===== config.mk =====
export PLATFORM = sky130hd
export DESIGN_NAME = string_to_unsigned_parser_core
export DESIGN_NICKNAME = d
export VERILOG_FILES = /design/src/sv/stup_pkg.sv /design/src/sv/stup_mac.sv /design/src/sv/stup_ctrl.sv /design/src/sv/string_to_unsigned_parser_core.sv
export SDC_FILE = /design/constraint.sdc
export NUM_CORES = 1
export LEC_CHECK = 0
export BUFFER_PORTS_ARGS = -buffer_cell sky130_fd_sc_hd__buf_2
export CORE_AREA = 2 2 196 198
export DETAILED_ROUTE_END_ITERATION = 12
export DIE_AREA = 0 0 198 200
export GPL_TIMING_DRIVEN = 0
export PLACE_DENSITY = 0.61
export SETUP_SLACK_MARGIN = 0.05
export SLEW_MARGIN = 20
export SYNTH_ARGS = -nofsm -noshare
export SYNTH_HDL_FRONTEND = slang
export SYNTH_HIERARCHICAL = 1
export SYNTH_SLANG_ARGS = --single-unit
export TNS_END_PERCENT = 50

===== constraint.sdc =====
create_clock -name clk_i -period 23.6 [get_ports clk_i]
set_input_delay 2.36 -clock clk_i [delete_from_list [all_inputs] [get_ports clk_i]]
set_output_delay 2.36 -clock clk_i [all_outputs]
set_load 0.02 [all_outputs]

===== src/sv/stup_pkg.sv =====
// ----------------------------------------------------------------------------
// stup_pkg
// Types, constants and character helpers for the string-to-unsigned parser.
// ----------------------------------------------------------------------------
package stup_pkg;

  localparam int unsigned ValueWidth    = 32;
  localparam int unsigned MaxLenDefault = 255;
  localparam int unsigned OffsetWidth   = 8;
  localparam int unsigned BaseWidth     = 6;

  localparam logic [BaseWidth-1:0] RadixMax   = 6'd36;
  localparam logic [BaseWidth-1:0] RadixDec   = 6'd10;
  localparam logic [BaseWidth-1:0] RadixOct   = 6'd8;
  localparam logic [BaseWidth-1:0] RadixHex   = 6'd16;
  localparam logic [BaseWidth-1:0] RadixMin   = 6'd2;
  localparam logic [BaseWidth-1:0] RadixBad   = 6'd1;
  localparam logic [BaseWidth-1:0] RadixAuto  = 6'd0;
  localparam logic [BaseWidth-1:0] ResetBase  = 6'd10;
  localparam logic [BaseWidth-1:0] NoDigit    = 6'd63;

  localparam logic [7:0] ChNul    = 8'h00;
  localparam logic [7:0] ChSpace  = 8'h20;
  localparam logic [7:0] ChTab    = 8'h09;
  localparam logic [7:0] ChCr     = 8'h0D;
  localparam logic [7:0] ChPlus   = 8'h2B;
  localparam logic [7:0] ChMinus  = 8'h2D;
  localparam logic [7:0] ChZero   = 8'h30;
  localparam logic [7:0] ChNine   = 8'h39;
  localparam logic [7:0] ChUpperA = 8'h41;
  localparam logic [7:0] ChUpperZ = 8'h5A;
  localparam logic [7:0] ChLowerA = 8'h61;
  localparam logic [7:0] ChLowerZ = 8'h7A;
  localparam logic [7:0] ChLowerX = 8'h78;
  localparam logic [7:0] ChUpperX = 8'h58;

  typedef enum logic [2:0] {
    PH_SPACE,
    PH_START,
    PH_ZERO,
    PH_XSEEN,
    PH_DIGITS,
    PH_DONE
  } phase_e;

  typedef enum logic [1:0] {
    ST_OK      = 2'd0,
    ST_NO_CONV = 2'd1,
    ST_RANGE   = 2'd2
  } status_e;

  typedef struct packed {
    logic [ValueWidth-1:0]  value;
    logic [OffsetWidth-1:0] end_offset;
    status_e                status;
  } result_t;

  // Digit value of a character, NoDigit when it is none.
  function automatic logic [BaseWidth-1:0] digit_of(input logic [7:0] c);
    logic [7:0] t;
    t = 8'h00;
    if (c >= ChZero && c <= ChNine) begin
      t = c - ChZero;
    end else if (c >= ChUpperA && c <= ChUpperZ) begin
      t = c - ChUpperA + 8'd10;
    end else if (c >= ChLowerA && c <= ChLowerZ) begin
      t = c - ChLowerA + 8'd10;
    end else begin
      t = {2'b00, NoDigit};
    end
    return t[BaseWidth-1:0];
  endfunction

  function automatic logic is_space(input logic [7:0] c);
    return (c == ChSpace) || (c >= ChTab && c <= ChCr);
  endfunction

endpackage


===== src/sv/stup_mac.sv =====
// ----------------------------------------------------------------------------
// stup_mac
// Digit decode, multiply-add and overflow detect for one character.
// ----------------------------------------------------------------------------
module stup_mac
  import stup_pkg::*;
(
  input  logic [BaseWidth-1:0]  base_i,
  input  logic [7:0]            ch_i,
  input  logic [ValueWidth-1:0] acc_i,
  output logic                  is_digit_o,
  output logic                  ovf_o,
  output logic [ValueWidth-1:0] acc_o
);

  localparam int unsigned SumWidth = ValueWidth + BaseWidth + 1;

  logic [BaseWidth-1:0] radix;
  logic [BaseWidth-1:0] digit;
  logic [SumWidth-1:0]  sum;

  // a base below two only reaches here when the digit is rejected anyway
  assign radix      = (base_i < RadixMin) ? RadixMin : base_i;
  assign digit      = digit_of(ch_i);
  assign is_digit_o = (digit < radix);

  // acc*b + d overflows exactly when it no longer fits the value width
  assign sum   = ({{(BaseWidth+1){1'b0}}, acc_i} * {{(ValueWidth+1){1'b0}}, radix})
               + {{(ValueWidth+1){1'b0}}, digit};
  assign ovf_o = |sum[SumWidth-1:ValueWidth];
  assign acc_o = sum[ValueWidth-1:0];

endmodule


===== src/sv/stup_ctrl.sv =====
// ----------------------------------------------------------------------------
// stup_ctrl
// Per-string parse state: phase machine, accumulator, offsets, result build.
// ----------------------------------------------------------------------------
module stup_ctrl
  import stup_pkg::*;
#(
  parameter int unsigned MAX_LEN = MaxLenDefault
) (
  input  logic                 clk_i,
  input  logic                 rst_ni,
  input  logic                 fire_i,
  input  logic [7:0]           ch_i,
  input  logic [BaseWidth-1:0] base_cfg_i,
  output result_t              res_o
);

  localparam int unsigned PosWidth = $clog2(MAX_LEN + 1);
  localparam logic [PosWidth-1:0] PosMax = PosWidth'(MAX_LEN);

  phase_e                phase_q, phase_d;
  logic                  minus_q, minus_d;
  logic                  ovf_q, ovf_d;
  logic [ValueWidth-1:0] acc_q, acc_d;
  logic [PosWidth-1:0]   pos_q, pos_d;
  logic [PosWidth-1:0]   stop_q, stop_d;
  logic [BaseWidth-1:0]  ab_q, ab_d;

  logic [BaseWidth-1:0]  ab_cur;
  logic [PosWidth-1:0]   consumed;
  logic                  is_nul;
  logic                  base_bad;
  logic                  zero_pref;
  logic                  take_en;
  logic [BaseWidth-1:0]  take_base;
  logic                  mac_digit;
  logic                  mac_ovf;
  logic [ValueWidth-1:0] mac_acc;
  logic                  ovf_any;
  logic [PosWidth+OffsetWidth-1:0] off_ext;

  // base is latched from the register on the first character of a string
  assign ab_cur    = (phase_q == PH_SPACE && pos_q == '0) ? base_cfg_i : ab_q;
  assign consumed  = (pos_q >= PosMax) ? PosMax : pos_q + 1'b1;
  assign is_nul    = (ch_i == ChNul);
  assign base_bad  = (ab_cur == RadixBad) || (ab_cur > RadixMax);
  assign zero_pref = (ch_i == ChZero) && (ab_cur == RadixAuto || ab_cur == RadixHex);
  assign ovf_any   = ovf_q | mac_ovf;

  // which base a digit is tried against, if any
  always_comb begin
    take_en   = 1'b0;
    take_base = ab_cur;
    case (phase_q)
      PH_SPACE, PH_START: begin
        if ((phase_q == PH_START || !(is_space(ch_i) || ch_i == ChPlus || ch_i == ChMinus))
            && !base_bad && !zero_pref) begin
          take_en   = 1'b1;
          take_base = (ab_cur == RadixAuto) ? RadixDec : ab_cur;
        end
      end
      PH_ZERO: begin
        if (ch_i != ChLowerX && ch_i != ChUpperX) begin
          take_en   = 1'b1;
          take_base = (ab_cur == RadixAuto) ? RadixOct : ab_cur;
        end
      end
      PH_XSEEN: begin
        take_en   = 1'b1;
        take_base = RadixHex;
      end
      PH_DIGITS: begin
        take_en = 1'b1;
      end
      default: ;
    endcase
  end

  stup_mac u_mac (
    .base_i    (take_base),
    .ch_i      (ch_i),
    .acc_i     (acc_q),
    .is_digit_o(mac_digit),
    .ovf_o     (mac_ovf),
    .acc_o     (mac_acc)
  );

  always_comb begin
    phase_d = phase_q;
    minus_d = minus_q;
    ovf_d   = ovf_q;
    acc_d   = acc_q;
    pos_d   = pos_q;
    stop_d  = stop_q;
    ab_d    = ab_q;
    if (fire_i) begin
      if (is_nul) begin
        phase_d = PH_SPACE;
        minus_d = 1'b0;
        ovf_d   = 1'b0;
        acc_d   = '0;
        pos_d   = '0;
        stop_d  = '0;
        ab_d    = RadixAuto;
      end else begin
        pos_d = consumed;
        ab_d  = ab_cur;
        if (take_en) begin
          ab_d = take_base;
          if (mac_digit) begin
            ovf_d   = ovf_any;
            stop_d  = consumed;
            phase_d = PH_DIGITS;
            if (!ovf_any) begin
              acc_d = mac_acc;
            end
          end else begin
            phase_d = PH_DONE;
          end
        end else begin
          case (phase_q)
            PH_SPACE, PH_START: begin
              if (phase_q == PH_SPACE && is_space(ch_i)) begin
                phase_d = PH_SPACE;
              end else if (phase_q == PH_SPACE && (ch_i == ChPlus || ch_i == ChMinus)) begin
                minus_d = (ch_i == ChMinus);
                phase_d = PH_START;
              end else if (base_bad) begin
                phase_d = PH_DONE;
              end else begin
                // lone leading zero, possibly a hex prefix
                acc_d   = '0;
                stop_d  = consumed;
                phase_d = PH_ZERO;
              end
            end
            PH_ZERO: phase_d = PH_XSEEN;
            default: ;
          endcase
        end
      end
    end
  end

  always_ff @(posedge clk_i or negedge rst_ni) begin
    if (!rst_ni) begin
      phase_q <= PH_SPACE;
    end else begin
      phase_q <= phase_d;
    end
  end

  always_ff @(posedge clk_i or negedge rst_ni) begin
    if (!rst_ni) begin
      minus_q <= 1'b0;
      ovf_q   <= 1'b0;
      acc_q   <= '0;
      pos_q   <= '0;
      stop_q  <= '0;
      ab_q    <= RadixAuto;
    end else begin
      minus_q <= minus_d;
      ovf_q   <= ovf_d;
      acc_q   <= acc_d;
      pos_q   <= pos_d;
      stop_q  <= stop_d;
      ab_q    <= ab_d;
    end
  end

  assign off_ext = {{OffsetWidth{1'b0}}, stop_q};

  always_comb begin
    res_o.value      = '0;
    res_o.end_offset = '0;
    res_o.status     = ST_NO_CONV;
    if (stop_q != '0) begin
      res_o.end_offset = off_ext[OffsetWidth-1:0];
      if (ovf_q) begin
        res_o.value  = '1;
        res_o.status = ST_RANGE;
      end else begin
        res_o.value  = minus_q ? (ValueWidth'(0) - acc_q) : acc_q;
        res_o.status = ST_OK;
      end
    end
  end

endmodule


===== src/sv/string_to_unsigned_parser_core.sv =====
// ----------------------------------------------------------------------------
// string_to_unsigned_parser_core - streaming strtoul-style converter
// Result: an accepted NUL item passes the input stage, then loads the result
//   register, later only while an earlier result is still held in it.
// Throughput: one item per cycle unless a NUL waits on a held result; one multiply-add and overflow check a cycle.
// Reset: async active low; parse state cleared, base register back to 10.
// ----------------------------------------------------------------------------
module string_to_unsigned_parser_core
  import stup_pkg::*;
#(
  parameter int unsigned MAX_LEN = MaxLenDefault
) (
  input  logic                   clk_i,
  input  logic                   rst_ni,
  // configuration: radix register
  input  logic                   cfg_we_i,
  input  logic [BaseWidth-1:0]   cfg_wdata_i,
  // character items
  input  logic                   ch_valid_i,
  output logic                   ch_ready_o,
  input  logic [7:0]             ch_i,
  // result items
  output logic                   res_valid_o,
  input  logic                   res_ready_i,
  output logic [ValueWidth-1:0]  value_o,
  output logic [OffsetWidth-1:0] end_offset_o,
  output logic [1:0]             status_o
);

  logic [BaseWidth-1:0] base_q;

  logic       in_valid_q;
  logic [7:0] ch_q;
  logic       advance;
  logic       fire;
  logic       accept;

  result_t    res_comb;
  logic       out_valid_q, out_valid_d;
  result_t    out_q;

  // Radix register, sampled by the parser at the first item of a string.
  always_ff @(posedge clk_i or negedge rst_ni) begin
    if (!rst_ni) begin
      base_q <= ResetBase;
    end else if (cfg_we_i) begin
      base_q <= cfg_wdata_i;
    end
  end

  // Input stage. Ordinary characters always move on; a NUL only moves
  // on when the result register is empty or being drained this cycle.
  assign advance    = (ch_q != ChNul) || !out_valid_q || res_ready_i;
  assign fire       = in_valid_q && advance;
  assign ch_ready_o = !in_valid_q || advance;
  assign accept     = ch_valid_i && ch_ready_o;

  always_ff @(posedge clk_i or negedge rst_ni) begin
    if (!rst_ni) begin
      in_valid_q <= 1'b0;
    end else if (accept) begin
      in_valid_q <= 1'b1;
    end else if (fire) begin
      in_valid_q <= 1'b0;
    end
  end

  always_ff @(posedge clk_i) begin
    if (accept) begin
      ch_q <= ch_i;
    end
  end

  // Parse state and result formation.
  stup_ctrl #(
    .MAX_LEN(MAX_LEN)
  ) u_ctrl (
    .clk_i     (clk_i),
    .rst_ni    (rst_ni),
    .fire_i    (fire),
    .ch_i      (ch_q),
    .base_cfg_i(base_q),
    .res_o     (res_comb)
  );

  // Result register: loaded when a NUL leaves the input stage.
  always_comb begin
    out_valid_d = out_valid_q;
    if (fire && ch_q == ChNul) begin
      out_valid_d = 1'b1;
    end else if (res_ready_i) begin
      out_valid_d = 1'b0;
    end
  end

  always_ff @(posedge clk_i or negedge rst_ni) begin
    if (!rst_ni) begin
      out_valid_q <= 1'b0;
    end else begin
      out_valid_q <= out_valid_d;
    end
  end

  always_ff @(posedge clk_i) begin
    if (fire && ch_q == ChNul) begin
      out_q <= res_comb;
    end
  end

  assign res_valid_o  = out_valid_q;
  assign value_o      = out_q.value;
  assign end_offset_o = out_q.end_offset;
  assign status_o     = out_q.status;

endmodule


==> impl_metrics.toml, run 1 <==
[worst_setup_path]
cp_num_buf_inv = 6
path_delay_family = "compound AO/OA/AOI/OAI gates"
r2r_slack_ns = 12.58
crit_path_end_kind = "register"
critPathMaxStageDelay_ns = 1.04
r2r_end = "u_ctrl/acc_q[23]"
critPathLaunchType = "register"
crit_slowest_cell = "nor4_1"
crit_type = "register to register"
required_ns = 23.92
cp.arrival_ns = 11.34
ff2ff_path_depth = 31
crit_fanout = 16
timing.rr.start = "ch_q[0]"

[cts]
insertion_delay_ns = 0.43
cts_hold_buf = 0
cts_sinks = 117
post_cts_buffers = 0
clock-root-buffer = "clkbuf_16"
cts_made_buffers = 17
clk_pin_slew_worst_paths_ns = 0.06
cts_max_level = 4
max-clock-path-buffers = 2
cts_resized = 0
cts_tree = "yes"

[timing]
rsz0062_at_grt = "no"
skew_ns = 0.0105
hold_viol = 0
clock.fmax_mhz = 90.7
finalCriticalPeriod_ns = 11.02
slew_headroom_pct = 20.4
tns_ns = 0
worst_pin_slew_ns = 1.19
post-route-period-util_pct = 46.7
setup_slack_ns = 12.58
slew_violations = 0
finalSetupViolations = 0

[routing]
dr.pass1.iters = 5
via_count = 10169
dr.first_iter.drc_count = 480
wl_um = 33600
avgRoutedWirePerCell_um = 17.4
ant_nets = 0
remaining_drc_errors = 0
vias_per_cell = 5.26

[min_path]
hold_end = "u_ctrl/stop_q[3]"
min_path_cells = 1
min_path_type = "register to register"
hold_start = "u_ctrl/stop_q[3]"

[synth]
synth_nets = 1571
seq_area_frac_synth_pct = 24.6
mappedNetlistArea_um2 = 12900
synth-seq-cells = 117
syn_inst = 1327
yosys_warnings = 6
avgSynthCellArea_um2 = 9.76
async_flop_share_pct = 57.3
synth_cell_types = 84
synth_ff_type = "dfrtp_1"
synth_edf_count = 50

[global_route]
grt_max_degree = 39
overflow = 0
track_usage_pct = 17.8
grt_pass1_vias = 10431
antenna_found_initial = 0
grt_pass1_wl_um = 55200

[place]
dp_slack_ns = 12.69
globalplace.congestion = 0.853
portBuffers = 61
dp_hpwl_um = 25900

[final_layout]
drive_above_1_share_pct = 10.5
final_common_cell = "and2_1"
num-nets-final = 1653
nFillCells = 3746
fin_util_pct = 38.8
final_cell_mix = "and2_1 (144), fa_1 (124), ha_1 (101)"
areaGrowthSynthToFinish_pct = 12.1
ff_latch_area_um2 = 3180
multi_input_area_um2 = 9150

[pwr]
leakage_nw = 6.91
power_frac_seq_pct = 28.3
swShare_pct = 44.8
powerDensity_nw_per_um2 = 66.6
p_int_w = 0.000534
power.share.clock_pct = 26.4
combPwrFrac_pct = 45.3
max-vdd-ir-drop_uv = 64.1
p_switching_w = 0.000433

[die]
rows = 71
pin_count = 63
core_area_um2 = 37400
die_height_um = 200
die_area_um2 = 39600
die_w_um = 198
initial_core_util_pct = 34.6

[flow_run]
drv_cap = 0

[run_status]
run_status = "complete, no violations"
synthesized netlist by cell type (37+ instances only):
cell | count | share of area [%]
nand2_1 | 85 | 2.5
o21ai_0 | 51 | 2.0
inv_1 | 82 | 2.4
xor2_1 | 37 | 2.5
and2_1 | 144 | 7.0
ha_1 | 101 | 9.8
a21oi_1 | 89 | 3.4
dfrtp_1 | 65 | 13
nor2b_1 | 37 | 1.8
nor2_1 | 51 | 1.5
fa_1 | 124 | 19
edfxtp_1 | 50 | 12
clkbuf_1 | 53 | 1.5
routing by layer:
layer | GRT usage (%) | vias to the layer above | routed length [um]
met4 | 5.01 | 0 | 544
met3 | 2.81 | 36 | 1570
met5 | 0 | - | 0
li1 | - | 4840 | -
met2 | 30.2 | 260 | 16200
met1 | 23.5 | 5033 | 15200
per-stage QoR:
step / power (W) / std cells / area (um2) / hold WS [ns]
2_1_floorplan: 0.000555 / 1327 / 12900 / 0.461
3_3_place_gp: 0.000699 / 1899 / 13900 / 0.482
3_5_place_dp: 0.000707 / 1901 / 13900 / 0.493
4_1_cts: 0.000965 / 1933 / 14500 / 0.507
5_1_grt: 0.00103 / 1933 / 14500 / 0.537
6_report: 0.000967 / 1934 / 14500 / 0.502
final cells by class:
class,count,share of cell area (%)
tap,511,4.40
clock inverter,13,0.819
timing repair buffer,63,2.45
multi-input combinational,1062,63.0
inverter,82,2.12
buffer,66,2.11
clock buffer,19,3.13
sequential,117,21.9
antenna,1,0.0172
power groups by stage:
stage | Clock (W) | Sequential, W | Combinational, W
4_1_cts | 0.000259 | 0.000274 | 0.000433
6_report | 0.000255 | 0.000274 | 0.000438
5_1_grt | 0.000268 | 0.000279 | 0.000481
3_5_place_dp | 0 | 0.000277 | 0.000430
2_1_floorplan | 0 | 0.000267 | 0.000289
3_3_place_gp | 0 | 0.000277 | 0.000423
worst max path at each step:
stage	endpoint	slack, ns	startpoint	depth (start not counted)
after global placement	u_ctrl/acc_q[0]	13.00	ch_q[0]	31
final	u_ctrl/acc_q[23]	12.58	ch_q[0]	31
after detailed placement	u_ctrl/acc_q[0]	12.69	ch_q[0]	31
after CTS	u_ctrl/acc_q[23]	12.61	ch_q[0]	31
after floorplan	u_ctrl/acc_q[0]	15.58	ch_q[0]	31
after global routing	u_ctrl/acc_q[0]	12.02	ch_q[0]	31
worst reg2reg max path, delay by kind of cell, from the launching register on:
| kind | cells | cell delay (ns) |
|---|---|---|
| AND/OR/NAND/NOR | 5 | 2.15 |
| XOR/XNOR | 1 | 0.12 |
| buffers and inverters | 6 | 1.16 |
| flip-flops | 1 | 0.63 |
| adder cells (fa/ha/maj) | 5 | 2.35 |
| AO/OA/AOI/OAI | 14 | 4.48 |
cell families after synthesis:
group | share of synthesized area, %
fa+ha+maj | 28.9
buf+inv | 4.74
mux | 1.60
flops | 24.6
compound gates | 16.4
xor+xnor | 4.53
simple gates | 19.2
registers in the layout, summed over array words and instances (netlist names):
signal / flops
base_q: 6
ch_q: 8
end_offset_o: 8
in_valid_q: 1
res_valid_o: 1
status_o: 2
u_ctrl/ab_q: 6
u_ctrl/acc_q: 32
u_ctrl/minus_q: 1
u_ctrl/ovf_q: 1
u_ctrl/phase_q: 3
u_ctrl/pos_q: 8
u_ctrl/stop_q: 8
value_o: 32
Power figures use the tool's default switching activity.
==> run 2: changes to the inputs <==
PLACE_DENSITY = 0.63   (was 0.61)
clock period = 9.45 ns   (was 23.6 ns; I/O delays follow)
==> run 2 against run 1 <==
Power grew to 2.6 times the previous value. Worst setup slack worse by 12 ns. Clock skew hardly changed. Utilization is 0.46 points higher. Critical path depth is 7 higher. Sequential share of layout area is 0.26 points lower. Sequential power is 150% higher. Largest power group unchanged.
==> impl_metrics.toml, run 2 (synthesis results as in run 1) <==
[run_status]
run_status = "complete, no violations"

[timing]
hold_viol = 0
slew_violations = 0
tns_ns = 0
finalSetupViolations = 0
rsz0062_at_grt = "no"
worst_pin_slew_ns = 1.16
slew_headroom_pct = 22.5
clock.fmax_mhz = 111
finalCriticalPeriod_ns = 9.00
post-route-period-util_pct = 95.2
skew_ns = 0.0103

[min_path]
min_path_type = "input pin to async pin"

[global_route]
grt_pass1_vias = 10395
antenna_found_initial = 0
overflow = 0
grt_max_degree = 49
track_usage_pct = 17.9
grt_pass1_wl_um = 55900

[die]
die_area_um2 = 39600
initial_core_util_pct = 34.6
rows = 71
die_height_um = 200
die_w_um = 198
pin_count = 63
core_area_um2 = 37400

[routing]
dr.first_iter.drc_count = 613
remaining_drc_errors = 0
ant_nets = 0
dr.pass1.iters = 5
wl_um = 33900
avgRoutedWirePerCell_um = 17.5
vias_per_cell = 5.30
via_count = 10297

[pwr]
power_w = 0.00251
powerDensity_nw_per_um2 = 171
leakage_nw = 7.01
max-vdd-ir-drop_uv = 140

[final_layout]
fin_util_pct = 39.3
num-nets-final = 1662
areaGrowthSynthToFinish_pct = 13.5
final_common_cell = "and2_1"
drive_above_1_share_pct = 11.8
final_cell_mix = "and2_1 (144), fa_1 (124), ha_1 (101)"
antenna_cells = 0

[worst_setup_path]
critPathMaxStageDelay_ns = 0.55
critPathLaunchType = "register"
crit_slowest_cell = "fa_1"
timing.rr.start = "u_ctrl/pos_q[0]"
cp-startpoint = "u_ctrl/pos_q[0]"
ff2ff_path_depth = 38
crit_type = "register to register"
crit_fanout = 10
required_ns = 9.81
cp.arrival_ns = 9.35
crit_path_end_kind = "register"

[cts]
insertion_delay_ns = 0.43
cts_made_buffers = 17
clock-root-buffer = "clkbuf_16"
clk_pin_slew_worst_paths_ns = 0.06
cts_tree = "yes"
cts_max_level = 4
cts_sinks = 117
max-clock-path-buffers = 2

[place]
dp_hpwl_um = 25900
portBuffers = 61
globalplace.congestion = 0.867

[flow_run]
drv_cap = 0
[run 2: changes by cell type in the layout (fill, tap and decap cells not counted), sizes merged]
cell and delta:
buf +10, bufinv +1, clkbuf +2, clkinv +1, clkinvlp -1, diode -1
inv -4
[run 2: critical path, delay by kind of cell (launching register included)]
family,cells,cell delay (ns)
buffers and inverters,10,1.40
adders and majority gates,6,2.55
DFF,1,0.41
and+or+nand+nor,9,1.33
AOI/OAI and AO/OA,12,3.08
xor gates and xnor gates,1,0.13
[run 2: area by class of cell]
| cell class | instances | area, um2 |
|---|---|---|
| plain buffers | 66 | 317 |
| clock buffers | 22 | 497 |
| clock inverters | 10 | 119 |
| fillers | 3675 | 22700 |
| inverters | 82 | 308 |
| multi-input cells | 1062 | 9200 |
| flip-flops and latches | 117 | 3180 |
| well taps | 511 | 639 |
| repair buffers | 72 | 435 |
[run 2: what timing repair did]
action / CTS / global route
gates resized for setup: 9 / 15
hold buffers: 0 / 0
hold endpoints to repair: 0 / 0
pin swaps: 1 / 4
setup endpoints to repair: 33 / 32
buffers inserted: 2 / 6
[run 2: worst paths after layout]
check                                     to  slack, ns
max                         u_ctrl/acc_q[24]       0.45
min                        u_ctrl/phase_q[0]       0.41
max reg2reg                 u_ctrl/acc_q[24]       0.45
min reg2reg                 u_ctrl/stop_q[2]       0.50
max in group asynchronous   u_ctrl/acc_q[27]       8.48
min in group clk_i          u_ctrl/stop_q[2]       0.50
[run 2: through the flow]
stage	std cells	area (um2)	setup WS, ns	hold slack [ns]
2_1_floorplan	1327	12900	1.43	0.461
5_1_grt	1942	14700	0.0897	0.406
3_3_place_gp	1899	13900	-1.24	0.483
3_5_place_dp	1901	13900	-1.39	0.491
6_report	1942	14700	0.454	0.408
4_1_cts	1935	14600	0.129	0.404
[run 2: report_power, final]
group          leakage [nW]  switching (W)  internal, W  total [W]
registers              1.33      0.0000727     0.000610   0.000683
clock network         0.295       0.000253     0.000427   0.000680
logic                  5.39       0.000767     0.000375    0.00114
[run 2: per-layer routing]
layer | wire, um | global-route usage [%]
met1 | 15300 | 23.8
met5 | 0 | 0
met3 | 1460 | 2.40
met2 | 16600 | 30.9
met4 | 478 | 4.34
